===== config.mk =====
export PLATFORM = sky130hd
export DESIGN_NAME = quic_path_validation_table_top
export DESIGN_NICKNAME = d
export VERILOG_FILES = /design/src/hdl/qpvt_pkg.sv /design/src/hdl/quic_path_validation_table_top.sv
export SDC_FILE = /design/constraint.sdc
export NUM_CORES = 1
export LEC_CHECK = 0
export BUFFER_PORTS_ARGS = -buffer_cell sky130_fd_sc_hd__buf_2
export CORE_AREA = 2 2 303 305
export CTS_BUF_LIST = sky130_fd_sc_hd__clkbuf_16
export DETAILED_ROUTE_END_ITERATION = 12
export DIE_AREA = 0 0 305 307
export PLACE_DENSITY_LB_ADDON = 0.1
export SLEW_MARGIN = 20
export SYNTH_ARGS = -nofsm -noshare
export SYNTH_HDL_FRONTEND = slang
export SYNTH_SLANG_ARGS = --single-unit

===== constraint.sdc =====
create_clock -name clk_i -period 41.9 [get_ports clk_i]
set_input_delay 8.38 -clock clk_i [delete_from_list [all_inputs] [get_ports clk_i]]
set_output_delay 8.38 -clock clk_i [all_outputs]
set_load 0.01 [all_outputs]

===== src/hdl/qpvt_pkg.sv =====
// Package for the QUIC path validation table.
// Holds the command and result word types, operation codes and register map.
// No dependencies.
`default_nettype none
package qpvt_pkg;

  typedef enum logic [2:0] {
    OpSend     = 3'd0,
    OpResponse = 3'd1,
    OpConfirm  = 3'd2,
    OpAbandon  = 3'd3,
    OpRevert   = 3'd4
  } op_e;

  typedef enum logic [2:0] {
    StIdle = 3'b001,
    StExec = 3'b010,
    StCmp  = 3'b100
  } state_e;

  typedef struct packed {
    logic [2:0]  operation;
    logic [1:0]  path_index;
    logic [63:0] challenge_value;
    logic [63:0] time_now;
  } cmd_t;

  typedef struct packed {
    logic       ok;
    logic [1:0] active_path;
  } res_t;

  typedef struct packed {
    logic [63:0] chal;
    logic [63:0] sent;
  } entry_t;

  localparam logic RegProbeTimeout = 1'b0;
  localparam logic [31:0] ProbeTimeoutRst = 32'd1000;
  localparam logic [33:0] ThreshRst = 34'd3000;

endpackage
`default_nettype wire


===== src/hdl/quic_path_validation_table_top.sv =====
// QUIC path validation table: per-path challenge memory, flags and active index.
// Each command passes through read, execute/write back and compare before its result
// strobe; busy holds off a new command until the compare step of the previous one.
// The receiver cannot stall; results are strobed for one cycle on done_o.
// Reset clears flags, entry valid bits, active index and sets probe_timeout to 1000.
// Depends on qpvt_pkg.
`default_nettype none
module quic_path_validation_table_top
  import qpvt_pkg::*;
#(
  parameter int PATHS = 4
) (
  input  wire logic        clk_i,
  input  wire logic        rst_ni,
  input  wire logic        start,
  output logic             busy,
  input  wire cmd_t        cmd_i,
  output logic             done_o,
  output res_t             result_o,
  input  wire logic        psel,
  input  wire logic        penable,
  input  wire logic        pwrite,
  input  wire logic [2:0]  paddr,
  input  wire logic [31:0] pwdata,
  output logic [31:0]      prdata,
  output logic             pready
);

  localparam int AW = (PATHS > 1) ? $clog2(PATHS) : 1;
  localparam int IW = (AW > 2) ? AW : 2;
  localparam logic [IW:0] PathsW = (IW + 1)'(PATHS);

  state_e state_q, state_d;
  cmd_t cmd_q;
  logic [AW-1:0] addr_q;
  logic rng_q;
  entry_t mem [PATHS];
  entry_t rd_q;
  logic rd_vld_q;
  logic [PATHS-1:0] ent_vld_q, validated_q, confirmed_q;
  logic [1:0] active_q;
  logic [31:0] pto_q;
  logic [33:0] thr_q;
  logic [63:0] elapsed_q;
  logic cand_q, okpre_q;
  logic cand_d, okpre_d;
  logic done_q;
  res_t res_q;

  logic accept, in_rng, cfg_wr;
  logic [IW-1:0] idx_full;
  logic [AW-1:0] in_addr;
  logic [63:0] chal, sent;
  logic ok_now;

  assign accept   = start & ~busy;
  assign idx_full = IW'(cmd_i.path_index);
  assign in_addr  = idx_full[AW-1:0];
  assign in_rng   = {1'b0, idx_full} < PathsW;
  assign busy     = (state_q != StIdle);
  assign chal     = rd_vld_q ? rd_q.chal : 64'd0;
  assign sent     = rd_vld_q ? rd_q.sent : 64'd0;

  assign pready = 1'b1;
  assign cfg_wr = psel & penable & pwrite & (paddr[2] == RegProbeTimeout);
  assign prdata = (paddr[2] == RegProbeTimeout) ? pto_q : 32'd0;

  always_comb begin
    state_d = state_q;
    unique case (state_q)
      StIdle: if (accept) state_d = StExec;
      StExec: state_d = StCmp;
      StCmp:  state_d = StIdle;
      default: state_d = StIdle;
    endcase
  end

  always_ff @(posedge clk_i or negedge rst_ni) begin
    if (!rst_ni) begin
      state_q <= StIdle;
      pto_q   <= ProbeTimeoutRst;
      thr_q   <= ThreshRst;
    end else begin
      state_q <= state_d;
      if (cfg_wr) begin
        pto_q <= pwdata;
        thr_q <= {2'b00, pwdata} + {1'b0, pwdata, 1'b0};
      end
    end
  end

  always_ff @(posedge clk_i) begin
    if (accept) begin
      cmd_q  <= cmd_i;
      addr_q <= in_addr;
      rng_q  <= in_rng;
      if (in_rng) begin
        rd_q <= mem[in_addr];
      end
    end
    if ((state_q == StExec) && rng_q) begin
      if (cmd_q.operation == OpSend) begin
        mem[addr_q] <= '{chal: cmd_q.challenge_value, sent: cmd_q.time_now};
      end else if ((cmd_q.operation == OpRevert) && (chal != 64'd0)) begin
        mem[addr_q] <= '{chal: 64'd0, sent: 64'd0};
      end
    end
    if (state_q == StExec) begin
      elapsed_q <= cmd_q.time_now - sent;
    end
  end

  always_comb begin
    okpre_d = 1'b0;
    cand_d  = 1'b0;
    if (rng_q) begin
      case (op_e'(cmd_q.operation))
        OpResponse: okpre_d = (chal != 64'd0) && (chal == cmd_q.challenge_value);
        OpConfirm:  okpre_d = validated_q[addr_q];
        OpAbandon:  cand_d  = (chal != 64'd0) & ~validated_q[addr_q];
        default: begin
        end
      endcase
    end
  end

  always_ff @(posedge clk_i or negedge rst_ni) begin
    if (!rst_ni) begin
      rd_vld_q    <= 1'b0;
      ent_vld_q   <= '0;
      validated_q <= '0;
      confirmed_q <= '0;
      active_q    <= 2'd0;
      cand_q      <= 1'b0;
      okpre_q     <= 1'b0;
    end else begin
      if (accept) begin
        rd_vld_q <= in_rng & ent_vld_q[in_addr];
      end
      if (state_q == StExec) begin
        cand_q  <= cand_d;
        okpre_q <= okpre_d;
        if (rng_q) begin
          case (op_e'(cmd_q.operation))
            OpSend: begin
              ent_vld_q[addr_q] <= 1'b1;
            end
            OpResponse: begin
              if (okpre_d) begin
                validated_q[addr_q] <= 1'b1;
              end
            end
            OpConfirm: begin
              if (okpre_d) begin
                confirmed_q <= PATHS'(1) << addr_q;
                active_q    <= cmd_q.path_index;
              end
            end
            default: begin
            end
          endcase
        end
      end
    end
  end

  assign ok_now = okpre_q | (cand_q & (elapsed_q >= {30'd0, thr_q}));

  always_ff @(posedge clk_i or negedge rst_ni) begin
    if (!rst_ni) begin
      done_q <= 1'b0;
    end else begin
      done_q <= (state_q == StCmp);
    end
  end

  always_ff @(posedge clk_i) begin
    if (state_q == StCmp) begin
      res_q <= '{ok: ok_now, active_path: active_q};
    end
  end

  assign done_o   = done_q;
  assign result_o = res_q;

  a_done_idle: assert property (@(posedge clk_i) disable iff (!rst_ni)
    done_q |-> (state_q == StIdle))
    else $error("result strobe while a command is in flight");

  a_latency: assert property (@(posedge clk_i) disable iff (!rst_ni)
    accept |-> ##3 done_q)
    else $error("result not delivered three cycles after accept");

  a_conf_onehot: assert property (@(posedge clk_i) disable iff (!rst_ni)
    $onehot0(confirmed_q))
    else $error("more than one path confirmed");

  a_conf_valid: assert property (@(posedge clk_i) disable iff (!rst_ni)
    (confirmed_q & ~validated_q) == '0)
    else $error("confirmed path is not validated");

endmodule
`default_nettype wire

==> reports/qor.txt, run 1 <==
DRC = 0
Antenna Nets Post-Route = 0
Synth Warn # = 0
peak supply drop = 0.0417 mV
Core Area = 90700 um^2
Pwr Total = 2.63 mW
Setup Total Neg Slack = 0 ps
pwr dens = 57.2 nW/um^2
Peak Freq = 57.3 MHz
Critical R2R Capture = elapsed_q[62]
critical path launch point type = input pin
drt wl/cell = 21.6 um
Slew @ Worst Pin = 1050 ps
Synth Flop Type = edfxtp_1
final hold vios = 0
vias in the first global route = 23984
crit path kind = in2out
unrepaired setup endpoints after global routing = no
worst hold path class = reg2reg
post-CTS repair timing setup buffer count = 0
crit path buf inv count = 2
first-pass GRT wire length = 139000 um
switch share = 0.293
DRT Pass-1 Iters = 5
Total Die Area = 93600 um^2
critical-path cell list = buf_2 > nor2b_1 > buf_2
Initial Utilization = 0.445
end of the worst hold path = result_o[1]
post-CTS sizing = 0
sequential cell area fraction in the yosys report = 0.676
most frequent cells in the layout = edfxtp_1, nand2_1, buf_2, nor2b_1
clock network power share = 0.326
Crit path depth = 3
Tmin final = 17460 ps
CP Capture Type = primary output
clock transition at the registers of the reported paths = 60 ps
status = finished, final reports clean
LEAKAGE = 16.5 nW
relative slew slack = 0.303
Arr. time, crit path = 9080 ps
vias post-DR = 23225
Mapped Nets = 3004
cell depth of the worst hold path = 0
Congestion Overflow GR = 0
routability cong. = 0.882
cts bufs inserted = 100
# IOs = 212
ant diodes = 0
fraction of layout cells with a size suffix above 1 = 0.183
P_sw = 0.770 mW
R2R depth = 12
fin crit share = 0.417
Hold-fix buffers, CTS = 0
RR Startpoint = rd_vld_q
Final Max Slew Viols = 0
CP max FO = 34
Max stage delay on crit path = 430 ps
Post-Syn Area = 40400 um^2
I/O Buffers = 208
Max clock buf depth = 3
post-synthesis register bit count = 922
Root Driver = clkbuf_16
max-cap check violation count = 0
worst skew pair latency = 680 ps
detailed-placement wirelength estimate = 57600 um
Worst Hold Launch = active_q[1]
Final nets = 3240
Crit path top cell by count = buf_2
Die H = 307 um
sequential share of power = 0.469
Crit path max-delay family = buffers and inverters
Worst EP required = 33520 ps
CTS tree = built
# H-tree levels = 3
clk sinks = 922
slowest CP cell = buf_2
final instance area = 46000 um^2
Comb pwr share = 0.205
commonest non-fill, non-tap cell in the layout = edfxtp_1
Area Overhead vs Synth = 14.0%
P_int = 1.86 mW
initial DRC count = 1623
largest net degree at the start of global routing = 153
Routed Wire Length = 90700 um
initial antenna violation count = 4
pre-CTS setup slack = 24400 ps
clk_skew = 35.5 ps
synth unique cells = 83
Fillers = 7635
setup slack after layout = 24440 ps
Die W = 305 um
Tot GR Track Use = 0.194
synthesized instance count = 2698
DP Area = 42800 um^2
Via density = 5.52
Setup-failing EPs final = 0
EDFF count, synth = 840
worst reg2reg setup slack = 37120 ps
Post-synth ARST share = 0.0889
row count = 111
syn_area_per_cell = 15.0 um^2
==> cell families (layout without fill, tap and decap cells) <==
kind of cell	after synthesis	after routing	synth area share
adder cells (fa/ha/maj)	132	132	0.0413
AO/OA/AOI/OAI	483	483	0.0777
buffers and inverters	202	524	0.0191
AND/OR/NAND/NOR	725	725	0.0902
other	1	1	0.0000929
XOR/XNOR	97	97	0.0211
multiplexers	136	136	0.0742
flip-flops	922	922	0.676
==> layout make-up <==
type	count	area, um^2	share of cell area
Clock buffer	100	2500	0.0544
Timing Repair Buffer	232	1260	0.0275
Inverter	104	390	0.00849
Multi-Input combinational cell	1574	12300	0.268
Clock inverter	88	716	0.0156
Tap cell	1186	1480	0.0323
Sequential cell	922	27300	0.593
==> flip-flops by register name, summed over array words and instances, names as in the netlist <==
signal / count
addr_q: 2
cand_q: 1
result_o: 3
mem: 512
elapsed_q: 64
okpre_q: 1
cmd_q: 131
pto_q: 32
active_q: 2
rd_q: 128
thr_q: 33
rd_vld_q: 1
done_o: 1
state_q: 3
ent_vld_q: 4
validated_q: 4
==> stage by stage <==
step / instances / utilization / hold WS, ps
3_5_place_dp: 4017 / 0.471 / 440
2_1_floorplan: 2698 / - / 421
5_1_grt: 4206 / 0.507 / 469
6_report: 4206 / 0.507 / 449
4_1_cts: 4205 / 0.507 / 452
3_3_place_gp: 4017 / 0.471 / 440
==> worst register-to-register path: cells and delay by family, from the launching register on <==
kind | cells | cell delay [ps]
AOI/OAI and AO/OA | 6 | 1610
adders and majority gates | 1 | 460
buffers and inverters | 1 | 640
DFF | 1 | 910
and+or+nand+nor | 4 | 970
==> synth_stat cells, types with 19 or more instances <==
library cell | instances | area, um^2
nand4_1 | 33 | 206
o21ai_0 | 102 | 510
nor2b_1 | 150 | 938
a21oi_1 | 125 | 626
nand2_1 | 262 | 983
mux4_2 | 130 | 2930
o21bai_1 | 19 | 143
inv_1 | 103 | 387
clkbuf_1 | 72 | 270
nor4_1 | 35 | 219
edfxtp_1 | 840 | 25200
dfrtp_1 | 68 | 1700
buf_1 | 19 | 71.3
a21o_1 | 65 | 488
xor2_1 | 36 | 315
nand3_1 | 37 | 185
xnor2_1 | 61 | 534
nand2b_1 | 23 | 144
ha_1 | 130 | 1630
nor2_1 | 107 | 402
==> per-layer routing <==
| layer | part of all wire | routed length, um | up-vias | global-route usage |
|---|---|---|---|---|
| met2 | 0.48 | 43700 | 619 | 0.325 |
| met3 | 0.049 | 4480 | 135 | 0.0280 |
| met1 | 0.44 | 40300 | 11627 | 0.264 |
| li1 | - | - | 10844 | - |
| met4 | 0.024 | 2140 | 0 | 0.0611 |
| met5 | 0 | 0 | - | 0 |
==> how the worst max path moves through the flow <==
stage / start / to / slack (ps)
3_3_place_gp: paddr[2] / prdata[0] / 24440
3_5_place_dp: paddr[2] / prdata[28] / 24400
4_1_cts: paddr[2] / prdata[28] / 24400
6_report: paddr[2] / prdata[29] / 24440
5_1_grt: paddr[2] / prdata[9] / 24310
2_1_floorplan: start / rd_vld_q / 21080
==> power groups by stage <==
stage                     Clock [mW]  Combinational, mW  Sequential, mW
final                          0.856              0.540            1.23
after global routing           0.916              0.607            1.24
after detailed placement           0              0.539            1.25
after global placement             0              0.527            1.25
after floorplan                    0              0.396            1.25
after CTS                      0.878              0.542            1.23
Note: power is estimated with default switching activity, not from simulation.
==> inputs of run 2 (changes only) <==
==> constraint.sdc (replaced) <==
create_clock -name clk_i -period 15.7 [get_ports clk_i]
set_input_delay 3.14 -clock clk_i [delete_from_list [all_inputs] [get_ports clk_i]]
set_output_delay 3.14 -clock clk_i [all_outputs]
set_load 0.01 [all_outputs]
==> reports/qor.txt, run 2 (same netlist as run 1, synthesis figures left out) <==
Largest register FFs = 512 (unchanged)
RR Startpoint = rd_vld_q
vias post-DR = 23294 (+0.30%)
largest net degree at the start of global routing = 94 (-39%)
# IOs = 212 (unchanged)
worst skew pair latency = 690 ps (about the same)
worst reg2reg setup slack = 10560 ps (-26560 ps)
Congestion Overflow GR = 0 (unchanged)
Worst Hold Launch = active_q[0]
post-CTS repair timing setup buffer count = 0 (unchanged)
row count = 111 (unchanged)
Routed Wire Length = 90000 um (-0.78%)
first-pass GRT wire length = 138000 um (-0.78%)
CP Capture Type = primary output
post-CTS sizing = 0 (unchanged)
CTS tree = built
Hold-fix buffers, CTS = 0 (unchanged)
R2R depth = 10 (-2)
Largest Register = mem
Setup-failing EPs final = 0 (unchanged)
Die W = 305 um (unchanged)
critical path launch point type = input pin
fraction of layout cells with a size suffix above 1 = 0.179 (-0.00329)
crit path kind = in2out
unrepaired setup endpoints after global routing = no
Setup Total Neg Slack = 0 ps (unchanged)
Worst EP required = 12560 ps (-20960 ps)
detailed-placement wirelength estimate = 57500 um (-0.16%)
vias in the first global route = 23941 (-0.18%)
Root Driver = clkbuf_16
# H-tree levels = 3 (unchanged)
status = finished, final reports clean
end of the worst hold path = result_o[0]
initial antenna violation count = 5 (+1)
Peak Freq = 143 MHz
Tot GR Track Use = 0.192 (-0.00176)
relative slew slack = 0.250 (-0.0528)
Area Overhead vs Synth = 13.3%
top flop regs = mem x512, cmd_q x131, rd_q x128
setup slack after layout = 8720 ps (-15720 ps)
clk sinks = 922 (unchanged)
Tmin final = 6980 ps
Via density = 5.54 (+0.42%)
Max clock buf depth = 3 (unchanged)
Fillers = 7695 (+0.79%)
CP max FO = 34 (unchanged)
most frequent cells in the layout = edfxtp_1, nand2_1, buf_2, nor2b_1
clock transition at the registers of the reported paths = 60 ps (about the same)
Antenna Nets Post-Route = 0 (unchanged)
worst hold path class = reg2reg
routability cong. = 0.874 (-0.91%)
initial DRC count = 1673 (+3.1%)
LEAKAGE = 16.4 nW (-0.80%)
Final nets = 3239 (-0.031%)
cell depth of the worst hold path = 0 (unchanged)
Core Area = 90700 um^2 (unchanged)
I/O Buffers = 208 (unchanged)
Total Die Area = 93600 um^2 (unchanged)
peak supply drop = 0.0957 mV (+130%)
Final Max Slew Viols = 0 (unchanged)
pre-CTS setup slack = 8670 ps (-15730 ps)
fin crit share = 0.445
cts bufs inserted = 98 (-2.0%)
clk_skew = 49.1 ps (+13.6 ps)
commonest non-fill, non-tap cell in the layout = edfxtp_1
area of the multi-input gates = 12300 um^2 (unchanged)
pwr dens = 150 nW/um^2 (+160%)
Slew @ Worst Pin = 1110 ps (+69.0 ps)
DRT Pass-1 Iters = 8 (+3)
Die H = 307 um (unchanged)
Critical R2R Capture = elapsed_q[61]
drt wl/cell = 21.4 um (-0.67%)
final hold vios = 0 (unchanged)
Arr. time, crit path = 3840 ps (-5240 ps)
max-cap check violation count = 0 (unchanged)
DRC = 0 (unchanged)
Register Area = 27300 um^2 (unchanged)
Initial Utilization = 0.445 (unchanged)
## run 2: cell count changes in the layout (fill, tap and decap cells not counted), moves of 2 or more
cell	delta
buf_12	-2
bufinv_16	-7
clkinv_2	-3
clkinv_1	+6
buf_4	+3
## run 2: through the flow
| stage | power [mW] | hold WS (ps) | cell area [um^2] | std cells | util |
|---|---|---|---|---|---|
| 6_report | 6.85 | 451 | 45700 | 4201 | 0.504 |
| 5_1_grt | 7.21 | 466 | 45700 | 4200 | 0.504 |
| 4_1_cts | 6.93 | 453 | 45700 | 4200 | 0.504 |
| 3_5_place_dp | 4.77 | 438 | 42800 | 4019 | 0.471 |
| 3_3_place_gp | 4.74 | 433 | 42800 | 4019 | 0.471 |
| 2_1_floorplan | 4.38 | 421 | 40400 | 2698 | - |
## run 2: area by class of cell
type / count / area share
clock buffers: 99 / 0.0542
well taps: 1186 / 0.0324
multi-input cells: 1574 / 0.270
clock inverters: 82 / 0.0109
inverters: 104 / 0.00854
flip-flops and latches: 922 / 0.597
diodes: 1 / 0.0000547
repair buffers: 233 / 0.0272
## run 2: worst max path at each step
| stage | slack (ps) | start | to | depth (start not counted) |
|---|---|---|---|---|
| global route | 8580 | paddr[2] | prdata[0] | 3 |
| finish | 8720 | paddr[2] | prdata[0] | 3 |
| CTS | 8670 | paddr[2] | prdata[0] | 3 |
| detailed placement | 8670 | paddr[2] | prdata[0] | 3 |
| global placement | 8680 | paddr[2] | prdata[0] | 3 |
| floorplan | 120 | start | rd_vld_q | 3 |
## run 2: worst max-delay path, cell delays in order
cell and delay (ps):
buf_2 430, nor2b_1 110, buf_2 160
## run 2: layer usage
| metal | track usage | vias up | share of wire |
|---|---|---|---|
| li1 | - | 10821 | - |
| met1 | 0.265 | 11728 | 0.45 |
| met2 | 0.317 | 617 | 0.48 |
| met3 | 0.0296 | 124 | 0.052 |
| met4 | 0.0586 | 4 | 0.024 |
| met5 | 0 | - | 0.00038 |
## run 2: report_power, final
group          internal (mW)  switching (mW)
Sequential              3.11           0.180
Combinational          0.540           0.895
Clock                   1.18           0.953
